[config.mk]
export PLATFORM = sky130hd
export DESIGN_NAME = ir_wall_sensor_conditioner
export DESIGN_NICKNAME = d
export VERILOG_FILES = /design/src/hw/rtl/iwsc_pkg.sv /design/src/hw/rtl/iwsc_ram.sv /design/src/hw/rtl/iwsc_correct.sv /design/src/hw/rtl/iwsc_window.sv /design/src/hw/rtl/ir_wall_sensor_conditioner.sv
export VERILOG_INCLUDE_DIRS = /design/src /design/src/hw/rtl
export SDC_FILE = /design/constraint.sdc
export NUM_CORES = 2
export LEC_CHECK = 0
export BUFFER_PORTS_ARGS = -buffer_cell sky130_fd_sc_hd__buf_2
export CAP_MARGIN = 20
export CORE_ASPECT_RATIO = 0.8
export CORE_MARGIN = 5
export CORE_UTILIZATION = 35
export DETAILED_ROUTE_END_ITERATION = 10
export SLEW_MARGIN = 25
export SYNTH_ARGS = -nofsm -noshare
export SYNTH_HDL_FRONTEND = slang
export SYNTH_SLANG_ARGS = --single-unit
[constraint.sdc]
create_clock -name aclk -period 7.1 [get_ports aclk]
set_input_delay 0.71 -clock aclk [delete_from_list [all_inputs] [get_ports aclk]]
set_output_delay 0.71 -clock aclk [all_outputs]
set_load 0.02 [all_outputs]
[src/hw/rtl/ir_wall_sensor_conditioner_defines.svh]
// Assertion macros used by the top-level RTL; empty when synthesizing.
`ifndef IR_WALL_SENSOR_CONDITIONER_DEFINES_SVH
`define IR_WALL_SENSOR_CONDITIONER_DEFINES_SVH

`ifndef SYNTHESIS
// Same-cycle implication
`define IWSC_ASSERT_IMP(lbl, clk, rstn, ante, cons) \
    lbl: assert property (@(posedge clk) disable iff (!(rstn)) (ante) |-> (cons)) \
        else $error("iwsc assertion failed");
// Next-cycle implication
`define IWSC_ASSERT_NXT(lbl, clk, rstn, ante, cons) \
    lbl: assert property (@(posedge clk) disable iff (!(rstn)) (ante) |=> (cons)) \
        else $error("iwsc assertion failed");
`else
`define IWSC_ASSERT_IMP(lbl, clk, rstn, ante, cons)
`define IWSC_ASSERT_NXT(lbl, clk, rstn, ante, cons)
`endif

`endif

[src/hw/rtl/iwsc_pkg.sv]
package iwsc_pkg;

    // Channel order inside every packed group
    localparam int NUM_CH = 4;
    localparam int CH_FL  = 0;
    localparam int CH_FR  = 1;
    localparam int CH_DL  = 2;
    localparam int CH_DR  = 3;

    // Result flags, packed above the values
    localparam int NUM_FLAGS = 6;

    // Register map
    localparam int CFG_IDX_W = 4;
    typedef enum logic [CFG_IDX_W-1:0] {
        CFG_OFS_FL      = 4'd0,
        CFG_OFS_FR      = 4'd1,
        CFG_OFS_DL      = 4'd2,
        CFG_OFS_DR      = 4'd3,
        CFG_SIDE_WALL   = 4'd4,
        CFG_FRONT_WALL  = 4'd5,
        CFG_FRONT_NEAR  = 4'd6,
        CFG_SIDE_NEAR   = 4'd7
    } cfg_idx_t;

    // Register reset values, cut to the ADC width where used
    localparam int RST_OFS_FL     = 2000;
    localparam int RST_OFS_FR     = 1330;
    localparam int RST_OFS_DL     = 1560;
    localparam int RST_OFS_DR     = 745;
    localparam int RST_SIDE_WALL  = 500;
    localparam int RST_FRONT_WALL = 150;
    localparam int RST_FRONT_NEAR = 1000;
    localparam int RST_SIDE_NEAR  = 3000;

    // Pipeline strobes handed to the window stage
    typedef struct packed {
        logic accept;   // beat taken on the slave side, issue window read
        logic retire;   // window update completes, result loads output
    } pipe_ctrl_t;

endpackage

[src/hw/rtl/iwsc_ram.sv]
module iwsc_ram #(
    parameter int WIDTH = 48,
    parameter int DEPTH = 15
) (
    input  logic                     aclk,
    input  logic                     wr_en,
    input  logic [$clog2(DEPTH)-1:0] wr_addr,
    input  logic [WIDTH-1:0]         wr_data,
    input  logic                     rd_en,
    input  logic [$clog2(DEPTH)-1:0] rd_addr,
    output logic [WIDTH-1:0]         rd_data
);

    logic [WIDTH-1:0] mem [DEPTH];
    logic [WIDTH-1:0] rd_data_reg;

    always_ff @(posedge aclk) begin
        if (wr_en) begin
            mem[wr_addr] <= wr_data;
        end
        if (rd_en) begin
            rd_data_reg <= mem[rd_addr];
        end
    end

    assign rd_data = rd_data_reg;

endmodule

[src/hw/rtl/iwsc_correct.sv]
module iwsc_correct import iwsc_pkg::*; #(
    parameter int ADC_BITS = 12
) (
    input  logic                aclk,
    input  logic                load,
    input  logic [ADC_BITS-1:0] ambient [NUM_CH],
    input  logic [ADC_BITS-1:0] lit [NUM_CH],
    input  logic [ADC_BITS-1:0] offset [NUM_CH],
    input  logic [ADC_BITS-1:0] front_near_level,
    input  logic [ADC_BITS-1:0] side_near_level,
    output logic [ADC_BITS-1:0] value [NUM_CH],
    output logic                front_near,
    output logic                left_near,
    output logic                right_near
);

    logic [ADC_BITS-1:0] value_next [NUM_CH];
    logic [ADC_BITS-1:0] value_reg [NUM_CH];
    logic                front_near_reg;
    logic                left_near_reg;
    logic                right_near_reg;

    // lit - (ambient + offset), floored at zero
    always_comb begin
        logic [ADC_BITS:0] sub;
        logic [ADC_BITS:0] lit_ext;
        for (int i = 0; i < NUM_CH; i++) begin
            sub     = {1'b0, ambient[i]} + {1'b0, offset[i]};
            lit_ext = {1'b0, lit[i]};
            value_next[i] = (lit_ext > sub) ? ADC_BITS'(lit_ext - sub) : '0;
        end
    end

    // Payload stage, loaded on each accepted beat
    always_ff @(posedge aclk) begin
        if (load) begin
            for (int i = 0; i < NUM_CH; i++) begin
                value_reg[i] <= value_next[i];
            end
            front_near_reg <= (value_next[CH_FL] > front_near_level) ||
                              (value_next[CH_FR] > front_near_level);
            left_near_reg  <= value_next[CH_DL] > side_near_level;
            right_near_reg <= value_next[CH_DR] > side_near_level;
        end
    end

    assign value      = value_reg;
    assign front_near = front_near_reg;
    assign left_near  = left_near_reg;
    assign right_near = right_near_reg;

endmodule

[src/hw/rtl/iwsc_window.sv]
module iwsc_window import iwsc_pkg::*; #(
    parameter int WINDOW_LEN = 15,
    parameter int ADC_BITS   = 12,
    parameter int SUM_W      = 16
) (
    input  logic                aclk,
    input  logic                aresetn,
    input  pipe_ctrl_t          ctrl,
    input  logic [ADC_BITS-1:0] value [NUM_CH],
    input  logic [SUM_W-1:0]    side_lim,
    input  logic [SUM_W:0]      front_lim,
    output logic                left_wall,
    output logic                right_wall,
    output logic                front_wall
);

    localparam int SLOT_W = $clog2(WINDOW_LEN);
    localparam int WORD_W = NUM_CH * ADC_BITS;

    logic [SLOT_W-1:0]     slot_reg;
    logic [SLOT_W-1:0]     slot_next;
    logic [WINDOW_LEN-1:0] fill_reg;
    logic                  old_valid_reg;
    logic [SUM_W-1:0]      sum_reg [NUM_CH];
    logic [SUM_W-1:0]      sum_next [NUM_CH];
    logic [WORD_W-1:0]     rd_word;
    logic [WORD_W-1:0]     wr_word;
    logic [SUM_W:0]        front_sum;

    // Slot advances before the write, wrapping at the window length
    always_comb begin
        if (slot_reg == SLOT_W'(WINDOW_LEN - 1)) begin
            slot_next = '0;
        end else begin
            slot_next = slot_reg + 1'b1;
        end
    end

    // One word holds the slot of all four channels
    iwsc_ram #(
        .WIDTH(WORD_W),
        .DEPTH(WINDOW_LEN)
    ) u_ram (
        .aclk   (aclk),
        .wr_en  (ctrl.retire),
        .wr_addr(slot_reg),
        .wr_data(wr_word),
        .rd_en  (ctrl.accept),
        .rd_addr(slot_next),
        .rd_data(rd_word)
    );

    // Running sums: drop the evicted value, add the new one.
    // Slots never written read as zero through the fill bits.
    always_comb begin
        logic [ADC_BITS-1:0] old_val;
        for (int i = 0; i < NUM_CH; i++) begin
            old_val = old_valid_reg ? rd_word[i*ADC_BITS +: ADC_BITS] : '0;
            sum_next[i] = sum_reg[i] - SUM_W'(old_val) + SUM_W'(value[i]);
            wr_word[i*ADC_BITS +: ADC_BITS] = value[i];
        end
    end

    // Wall flags on the sums after this scan entered the windows
    assign front_sum  = {1'b0, sum_next[CH_FL]} + {1'b0, sum_next[CH_FR]};
    assign left_wall  = sum_next[CH_DL] > side_lim;
    assign right_wall = sum_next[CH_DR] > side_lim;
    assign front_wall = front_sum > front_lim;

    always_ff @(posedge aclk) begin
        if (!aresetn) begin
            slot_reg      <= '0;
            fill_reg      <= '0;
            old_valid_reg <= 1'b0;
            for (int i = 0; i < NUM_CH; i++) begin
                sum_reg[i] <= '0;
            end
        end else begin
            if (ctrl.accept) begin
                slot_reg      <= slot_next;
                old_valid_reg <= fill_reg[slot_next];
            end
            if (ctrl.retire) begin
                fill_reg[slot_reg] <= 1'b1;
                for (int i = 0; i < NUM_CH; i++) begin
                    sum_reg[i] <= sum_next[i];
                end
            end
        end
    end

endmodule

[src/hw/rtl/ir_wall_sensor_conditioner.sv]
// IR wall sensor conditioner.
// Slave stream (s_*): one beat is one scan, ambient and lit readings of the
// front left, front right, diagonal left and diagonal right emitters.
// Master stream (m_*): one beat per scan, the four corrected values
// (lit - ambient - offset, floored at zero) and six flags: side and front
// walls from WINDOW_LEN-scan running sums, near flags from the scan itself.
// Config channel (cfg_*): register index and data, always ready; write only
// while the block holds no scan. Indexes past the register map are dropped.
// Path: an accepted slave beat is registered in the window stage and then in
// the output register, which raises m_tvalid. Throughput: one beat per cycle
// while m_tready keeps up; the window RAM is read on accept (registered read)
// and written back when the scan leaves the window stage, so successive scans
// touch different slots.
// Reset: config registers load their defaults, the windows read as all
// zero through per-slot fill bits, and the slot pointer starts at zero
// (first scan goes to slot 1). No clearing pass is needed.
// Stall: a result waits in the output register; one more scan may sit in
// the window stage, after which s_tready drops until m_tready returns.
`include "ir_wall_sensor_conditioner_defines.svh"

module ir_wall_sensor_conditioner import iwsc_pkg::*; #(
    parameter int WINDOW_LEN = 15,
    parameter int ADC_BITS   = 12
) (
    input  logic                                aclk,
    input  logic                                aresetn,
    // fl_ambient, fl_lit, fr_ambient, fr_lit, dl_ambient, dl_lit,
    // dr_ambient, dr_lit (ADC_BITS each), zero pad
    input  logic [((8*ADC_BITS+7)/8)*8-1:0]     s_tdata,
    input  logic                                s_tvalid,
    output logic                                s_tready,
    // fl_value, fr_value, dl_value, dr_value (ADC_BITS each), left_wall,
    // right_wall, front_wall, front_near, left_near, right_near, zero pad
    output logic [((4*ADC_BITS+6+7)/8)*8-1:0]   m_tdata,
    output logic                                m_tvalid,
    input  logic                                m_tready,
    input  logic                                cfg_valid,
    output logic                                cfg_ready,
    input  logic [CFG_IDX_W-1:0]                cfg_index,
    input  logic [ADC_BITS-1:0]                 cfg_data
);

    localparam int OUT_W = ((4*ADC_BITS+NUM_FLAGS+7)/8)*8;
    localparam int SUM_W = ADC_BITS + $clog2(WINDOW_LEN);

    // Configuration registers
    logic [ADC_BITS-1:0] ofs_fl_reg, ofs_fr_reg, ofs_dl_reg, ofs_dr_reg;
    logic [ADC_BITS-1:0] side_wall_reg, front_wall_reg;
    logic [ADC_BITS-1:0] front_near_reg, side_near_reg;
    logic [SUM_W-1:0]    side_lim_reg;
    logic [SUM_W:0]      front_lim_reg;

    // Pipeline control
    logic       stage_valid_reg;
    logic       stage_valid_next;
    logic       out_valid_reg;
    logic       out_valid_next;
    logic [OUT_W-1:0] out_data_reg;
    pipe_ctrl_t ctrl;

    logic [ADC_BITS-1:0] ambient [NUM_CH];
    logic [ADC_BITS-1:0] lit [NUM_CH];
    logic [ADC_BITS-1:0] offset [NUM_CH];
    logic [ADC_BITS-1:0] value [NUM_CH];
    logic                front_near, left_near, right_near;
    logic                left_wall, right_wall, front_wall;

    assign cfg_ready = 1'b1;

    // Register writes
    always_ff @(posedge aclk) begin
        if (!aresetn) begin
            ofs_fl_reg     <= ADC_BITS'(RST_OFS_FL);
            ofs_fr_reg     <= ADC_BITS'(RST_OFS_FR);
            ofs_dl_reg     <= ADC_BITS'(RST_OFS_DL);
            ofs_dr_reg     <= ADC_BITS'(RST_OFS_DR);
            side_wall_reg  <= ADC_BITS'(RST_SIDE_WALL);
            front_wall_reg <= ADC_BITS'(RST_FRONT_WALL);
            front_near_reg <= ADC_BITS'(RST_FRONT_NEAR);
            side_near_reg  <= ADC_BITS'(RST_SIDE_NEAR);
        end else if (cfg_valid && cfg_ready) begin
            unique case (cfg_index)
                CFG_OFS_FL:     ofs_fl_reg     <= cfg_data;
                CFG_OFS_FR:     ofs_fr_reg     <= cfg_data;
                CFG_OFS_DL:     ofs_dl_reg     <= cfg_data;
                CFG_OFS_DR:     ofs_dr_reg     <= cfg_data;
                CFG_SIDE_WALL:  side_wall_reg  <= cfg_data;
                CFG_FRONT_WALL: front_wall_reg <= cfg_data;
                CFG_FRONT_NEAR: front_near_reg <= cfg_data;
                CFG_SIDE_NEAR:  side_near_reg  <= cfg_data;
                default: ;
            endcase
        end
    end

    // Wall limits as level times window length (twice that for the front pair), kept registered
    always_ff @(posedge aclk) begin
        side_lim_reg  <= SUM_W'(side_wall_reg) * SUM_W'(WINDOW_LEN);
        front_lim_reg <= (SUM_W+1)'(front_wall_reg) * (SUM_W+1)'(2 * WINDOW_LEN);
    end

    // Handshake: window stage retires when the output register is free or being emptied
    always_comb begin
        ctrl.retire = stage_valid_reg && (!out_valid_reg || m_tready);
        s_tready    = !stage_valid_reg || ctrl.retire;
        ctrl.accept = s_tvalid && s_tready;
    end

    always_comb begin
        stage_valid_next = ctrl.accept ? 1'b1 : (ctrl.retire ? 1'b0 : stage_valid_reg);
        out_valid_next   = ctrl.retire ? 1'b1 : (m_tready ? 1'b0 : out_valid_reg);
    end

    always_ff @(posedge aclk) begin
        if (!aresetn) begin
            stage_valid_reg <= 1'b0;
            out_valid_reg   <= 1'b0;
        end else begin
            stage_valid_reg <= stage_valid_next;
            out_valid_reg   <= out_valid_next;
        end
    end

    // Unpack the scan
    always_comb begin
        for (int i = 0; i < NUM_CH; i++) begin
            ambient[i] = s_tdata[(2*i)*ADC_BITS +: ADC_BITS];
            lit[i]     = s_tdata[(2*i+1)*ADC_BITS +: ADC_BITS];
        end
        offset[CH_FL] = ofs_fl_reg;
        offset[CH_FR] = ofs_fr_reg;
        offset[CH_DL] = ofs_dl_reg;
        offset[CH_DR] = ofs_dr_reg;
    end

    iwsc_correct #(
        .ADC_BITS(ADC_BITS)
    ) u_correct (
        .aclk            (aclk),
        .load            (ctrl.accept),
        .ambient         (ambient),
        .lit             (lit),
        .offset          (offset),
        .front_near_level(front_near_reg),
        .side_near_level (side_near_reg),
        .value           (value),
        .front_near      (front_near),
        .left_near       (left_near),
        .right_near      (right_near)
    );

    iwsc_window #(
        .WINDOW_LEN(WINDOW_LEN),
        .ADC_BITS  (ADC_BITS),
        .SUM_W     (SUM_W)
    ) u_window (
        .aclk      (aclk),
        .aresetn   (aresetn),
        .ctrl      (ctrl),
        .value     (value),
        .side_lim  (side_lim_reg),
        .front_lim (front_lim_reg),
        .left_wall (left_wall),
        .right_wall(right_wall),
        .front_wall(front_wall)
    );

    // Output register
    always_ff @(posedge aclk) begin
        if (ctrl.retire) begin
            out_data_reg <= OUT_W'({right_near, left_near, front_near, front_wall,
                                    right_wall, left_wall, value[CH_DR], value[CH_DL],
                                    value[CH_FR], value[CH_FL]});
        end
    end

    assign m_tdata  = out_data_reg;
    assign m_tvalid = out_valid_reg;

    // A full pipeline facing a stalled sink must refuse new beats
    `IWSC_ASSERT_IMP(a_no_overrun, aclk, aresetn,
        stage_valid_reg && out_valid_reg && !m_tready, !s_tready)
    // Every retired scan shows up on the master side
    `IWSC_ASSERT_NXT(a_retire_shows, aclk, aresetn, ctrl.retire, m_tvalid)
    // Every accepted beat occupies the window stage
    `IWSC_ASSERT_NXT(a_accept_held, aclk, aresetn, ctrl.accept, stage_valid_reg)

endmodule

# --- Word level (Yosys, flattened, before mapping) ---
# Memory sizes are Yosys's and may differ from the RTL's. A register that Yosys moved wholly into a read port is not among the register bits.
# Index checks and enable logic that the tools add are counted.
word_totals:
  register_bits: 255
  mem_bits_rw: 784
  input_bits: 117
  wordCells: 117
  mem_count: 2
classes:
  addsub: 18
  mul: 2
  order_cmp: 14
  eq_ne: 8
  n_mux: 26
  bitwise_logic: 5
  reduce_logical: 19
memory_table:
  columns: ["name", "words", "word_bits", "read_ports", "rd_clocked_by_memory_dff", "wr", "line_no", "text"]
  rows:
  - ["u_window.u_ram.mem", 15, 48, 1, 1, 1, "iwsc_ram.sv:14", "logic [WIDTH-1:0] mem [DEPTH];"]
  - ["u_window.sum_reg", 4, 16, 4, 0, 4, "iwsc_window.sv:24", "logic [SUM_W-1:0] sum_reg [NUM_CH];"]
op_table:
  columns: ["cell", "count"]
  rows:
  - ["$mux W12", 8]
  - ["$add A16 B12 Y16", 4]
  - ["$mux W16", 4]
  - ["$sub A16 B12 Y16", 4]
  - ["$add A12 B12 Y13", 4]
  - ["$gt A12 B13 Y1", 4]
  - ["$gt A12 B12 Y1", 4]
  - ["$sub A12 B12 Y12", 4]
  - ["$gt A16 B16 Y1", 2]
  - ["$mul A12 B4 Y16 const B", 2]
  - ["$add A16 B16 Y17", 1]
  - ["$gt A17 B17 Y1", 1]
  - ["$eq A4 B3 Y1 const B", 4]
  - ["$reduce_and A2 Y1", 8]
  - ["$or A15 B15 Y15", 1]
  - ["$mux W1", 11]
  - ["$lt A4 B5 Y1 const B", 2]
  - ["$eq A4 B2 Y1 const B", 2]
  - ["$add A4 B1 Y4 const B", 1]
  - ["$bmux W1 S4", 1]
  - ["$demux W1 S4", 1]
  - ["$eq A4 B1 Y1 const B", 1]
  - ["$eq A4 B4 Y1 const B", 1]
  - ["$ge A4 B1 Y1 const B", 1]
  - ["other kinds (7)", 16]

# --- Depth between registers and ports, before layout ---
logic_depth:
  depth_word: 7
  mapped_depth: 33

# --- Cells and area by module ---
# A second synthesis with hierarchy kept.
unflattened:
  cells_unflattened: 4017
  hier_area_um2: 53606.4
modules_own_cells:
  columns: ["module", "n_inst", "cells_each", "area_each_um2", "seq_area_each_um2"]
  rows:
  - ["iwsc_ram", 1, 1324, 28725.0, 23062.1]
  - ["iwsc_window", 1, 1147, 9745.6, 2322.2]
  - ["ir_wall_sensor_conditioner", 1, 787, 8346.8, 4224.1]
  - ["iwsc_correct", 1, 759, 6789.0, 1531.5]

# --- Least setup slack after synthesis ---
# No wires, ideal clock.
synth_path:
  path_kind: "input-to-reg"
  start: "input port s_tdata[25]"
  end: "register u_correct.front_near_reg (netlist: u_correct.front_near), data pin"
  setup_ns: 0.267
  arrival_ns: 5.191
  slack_ns: 1.642
  stages: 31
  n_path_buf: 1
  cell_sequence: "ha_1 -> a21o_1 -> a21oi_1 -> o21ai_0 -> a21oi_1 -> nand2b_1 -> a21boi_0 -> o21ai_0 -> a21oi_1 -> o41ai_1 -> xor2_1 -> ha_1 -> o21ai_0 -> a221oi_1 -> o31ai_1 -> nor3_1 -> a21oi_1 -> a21o_1 -> clkbuf_1 -> nor2_1 -> ha_1 -> a21oi_1 -> nor2b_1 -> o21ai_0 -> nand2b_1 -> a21oi_1 -> nor2b_1 -> o21ai_0 -> nand2b_1 -> a211oi_1 -> o21ai_0"
synth_rtl:
  columns: ["element", "line_no", "text"]
  rows:
  - ["start, declared", "ir_wall_sensor_conditioner.sv:29", "input logic [((8*ADC_BITS+7)/8)*8-1:0] s_tdata,"]
  - ["end signal, assigned", "iwsc_correct.sv:40", "front_near_reg <= (value_next[CH_FL] > front_near_level) ||"]
  - ["end, declared", "iwsc_correct.sv:19", "logic front_near_reg;"]

==> out/metrics.yaml <==
outcome: "completed"
slowest_delay_ns: 0.92
yosysWarnings: 0
crit_path_top_delay_cell: "edfxtp_1"
post_cts_resized: 0
cts_buffer_depth: 3
path_clk_slew_ns: 0.06
pin_count: 176
cp_cell_sequence: "inv_1 -> fa_1 -> inv_1 -> fa_1 -> a211oi_1 -> o21bai_1 -> a21oi_1 -> o21bai_1 -> a21oi_1 -> xnor2_1 -> ha_1 -> and3_1 -> a311o_1 -> a31o_2 -> a31o_1 -> a21oi_1 -> xnor2_1 -> ha_1 -> a21o_1 -> a211oi_1 -> a21oi_1"
nNetsFinal: 5211
crit_family: "compound AO/OA/AOI/OAI gates"
port_buffers: 172
syn_to_final_growth_pct: 13.0
drt_iter0_drc: 3639
htree_levels: 3
cts.hold.buffers_added: 0
avgSynthCellArea_um2: 11.7
path_common_cell: "a21oi_1"
std_cell_rows: 127
gp_congestion: 0.856
ant_nets: 0
cts.sinks: 1087
cts_setup_buffers: 0
layout_common_cells: "937 x edfxtp_1, 620 x nand2_1, 359 x inv_1"
die_y_um: 358
cts_root_buf: "clkbuf_16"
final-hold-violation-count: 0
slew_headroom: 0.282
grt_pass1_wl_mm: 220
grt_use_total: 0.182
final_common_cell: "edfxtp_1"
finalSetupTns_ns: 0
gr-total-overflow: 0
drive_above_1_share: 0.0913
worst_pin_slew_ns: 1.07
grt_pass1_vias: 34191
largest_register_ffs: 720
ys_seq_elements: 1087
drv_slew: 0
drt_pass1_iterations: 6
synth_area_um2: 53100
insertion_delay_ns: 0.74
worstHoldEndpoint: "stage_valid_reg$_SDFFE_PN0P_"
synth.distinct_cells: 73
setup_viol: 0
powerDensity_nw_per_um2: 326
peakVddDrop_uv: 322
dpl.hpwl_mm: 97.1
worstPathMaxFanout: 17
worstPathRequired_ns: 7.59
rr_startpoint: "u_correct.value[25]$_DFFE_PP_"
skew_ns: 0.0423
cts_made_buffers: 105
rsz0062_at_grt: "false"
cp-end-kind: "flop"
vias: 35748
p_total_w: 0.0195
die_w_um: 445
syn-instance-count: 4545
crit_path_start_kind: "flop"
core_area_um2: 150000
whs_path_depth: 3
rr_worst_depth: 21
synthFlopType: "edfxtp_1"
initial_utilization: 0.353
die_area_um2: 160000
arrival_ns: 6.40
crit_buf_inv: 2
cts_tree: "done"
viasPerCell: 5.28
antenna_found_initial: 11
synth_edf_count: 937
num-fill-cells: 14331
post-route-period-util: 0.833
async_flop_share: 0
maxCapViolCount: 0
finalWirelength_mm: 149
r2r_end: "m_tdata[50]$_DFFE_PP_"
grt_max_degree: 94
synth_seq_area_share: 0.587
power.leakage_nw: 22.9
period_minus_slack_ns: 5.91
ff2ff_setup_slack_ns: 1.19
hp-start: "s_tvalid"
hold_path_class: "in -> reg"
timing.fmax_ghz: 0.169
wl_per_cell_um: 22.0
drc_errors: 0
crit_type: "reg -> reg"
-- area by class of cell --
type                            instances  area, um^2  area share
Antenna cell                            2        5.00   0.0000835
Clock buffer                          143        2830      0.0472
Clock inverter                         52         582     0.00970
Inverter                              362        1360      0.0227
Multi-Input combinational cell       2889       20000       0.334
Sequential cell                      1087       31100       0.519
Tap cell                             1999        2500      0.0417
Timing Repair Buffer                  240        1520      0.0253
-- per-stage QoR --
step,setup slack (ns),std cells,area (um^2),hold slack [ns],util
floorplan,1.64,4546,53100,0.390,-
global placement,0.886,6573,56400,0.409,0.375
detailed placement,0.845,6576,56500,0.413,0.376
CTS,1.15,6771,59900,0.173,0.399
global route,0.610,6772,60000,0.227,0.399
finish,1.19,6774,60000,0.235,0.399
-- cells in the mapped netlist, types with 94 or more instances --
master,number,area (um^2)
and2_1,102,638
inv_1,361,1360
a21oi_1,249,1250
edfxtp_1,937,28100
a31oi_1,101,632
dfxtp_1,150,3000
xnor2_1,95,832
fa_1,99,1980
nor2_1,227,852
o22ai_1,94,588
o21ai_0,167,836
clkbuf_1,183,687
nand2_1,625,2350
ha_1,310,3880
-- layer usage --
metal / up-vias / GRT usage / wire length, um / share of wire
met4: 0 / 0.0492 / 3990 / 0.027
met1: 17566 / 0.270 / 69100 / 0.46
met3: 213 / 0.0413 / 12600 / 0.085
met5: - / 0 / 0 / 0
met2: 1343 / 0.270 / 63300 / 0.42
li1: 16626 / - / - / -
-- kinds of logic (layout without fill, tap and decap cells) --
kind of cell,count (synthesis),after routing,synth area share
flops,1087,1087,0.587
mux,24,24,0.00453
simple gates,1313,1313,0.112
other cells,2,5,0.000141
fa+ha+maj,409,409,0.110
compound gates,977,977,0.118
xor+xnor,163,163,0.0274
buf+inv,570,797,0.0405
-- worst max-delay path by stage --
stage | from | end | slack [ns] | cells past startpoint
global route | ofs_fr_reg[0]$_SDFFE_PN0P_ | u_correct.front_near$_DFFE_PP_ | 0.61 | 32
CTS | u_window.old_valid_reg$_SDFFE_PN0P_ | m_tdata[50]$_DFFE_PP_ | 1.15 | 22
global placement | s_tdata[24] | u_correct.front_near$_DFFE_PP_ | 0.89 | 33
floorplan | s_tdata[25] | u_correct.front_near$_DFFE_PP_ | 1.64 | 31
finish | u_correct.value[25]$_DFFE_PP_ | m_tdata[50]$_DFFE_PP_ | 1.19 | 21
detailed placement | s_tdata[24] | u_correct.front_near$_DFFE_PP_ | 0.84 | 33
-- where the power goes --
group	internal, W	leakage, nW	switching [W]
Clock	0.00311	1.64	0.00252
Sequential	0.00740	9.95	0.000353
Combinational	0.00251	11.3	0.00363
Total	0.0130	22.9	0.00650
-- worst register-to-register path: cells and delay by family (launching register included) --
family,cells,cell delay [ns]
fa+ha+maj,4,1.59
compound gates,12,2.41
flops,1,0.92
simple gates,1,0.17
buf+inv,2,0.22
xor+xnor,2,0.36
No activity file was read; power rests on OpenSTA's default activity.
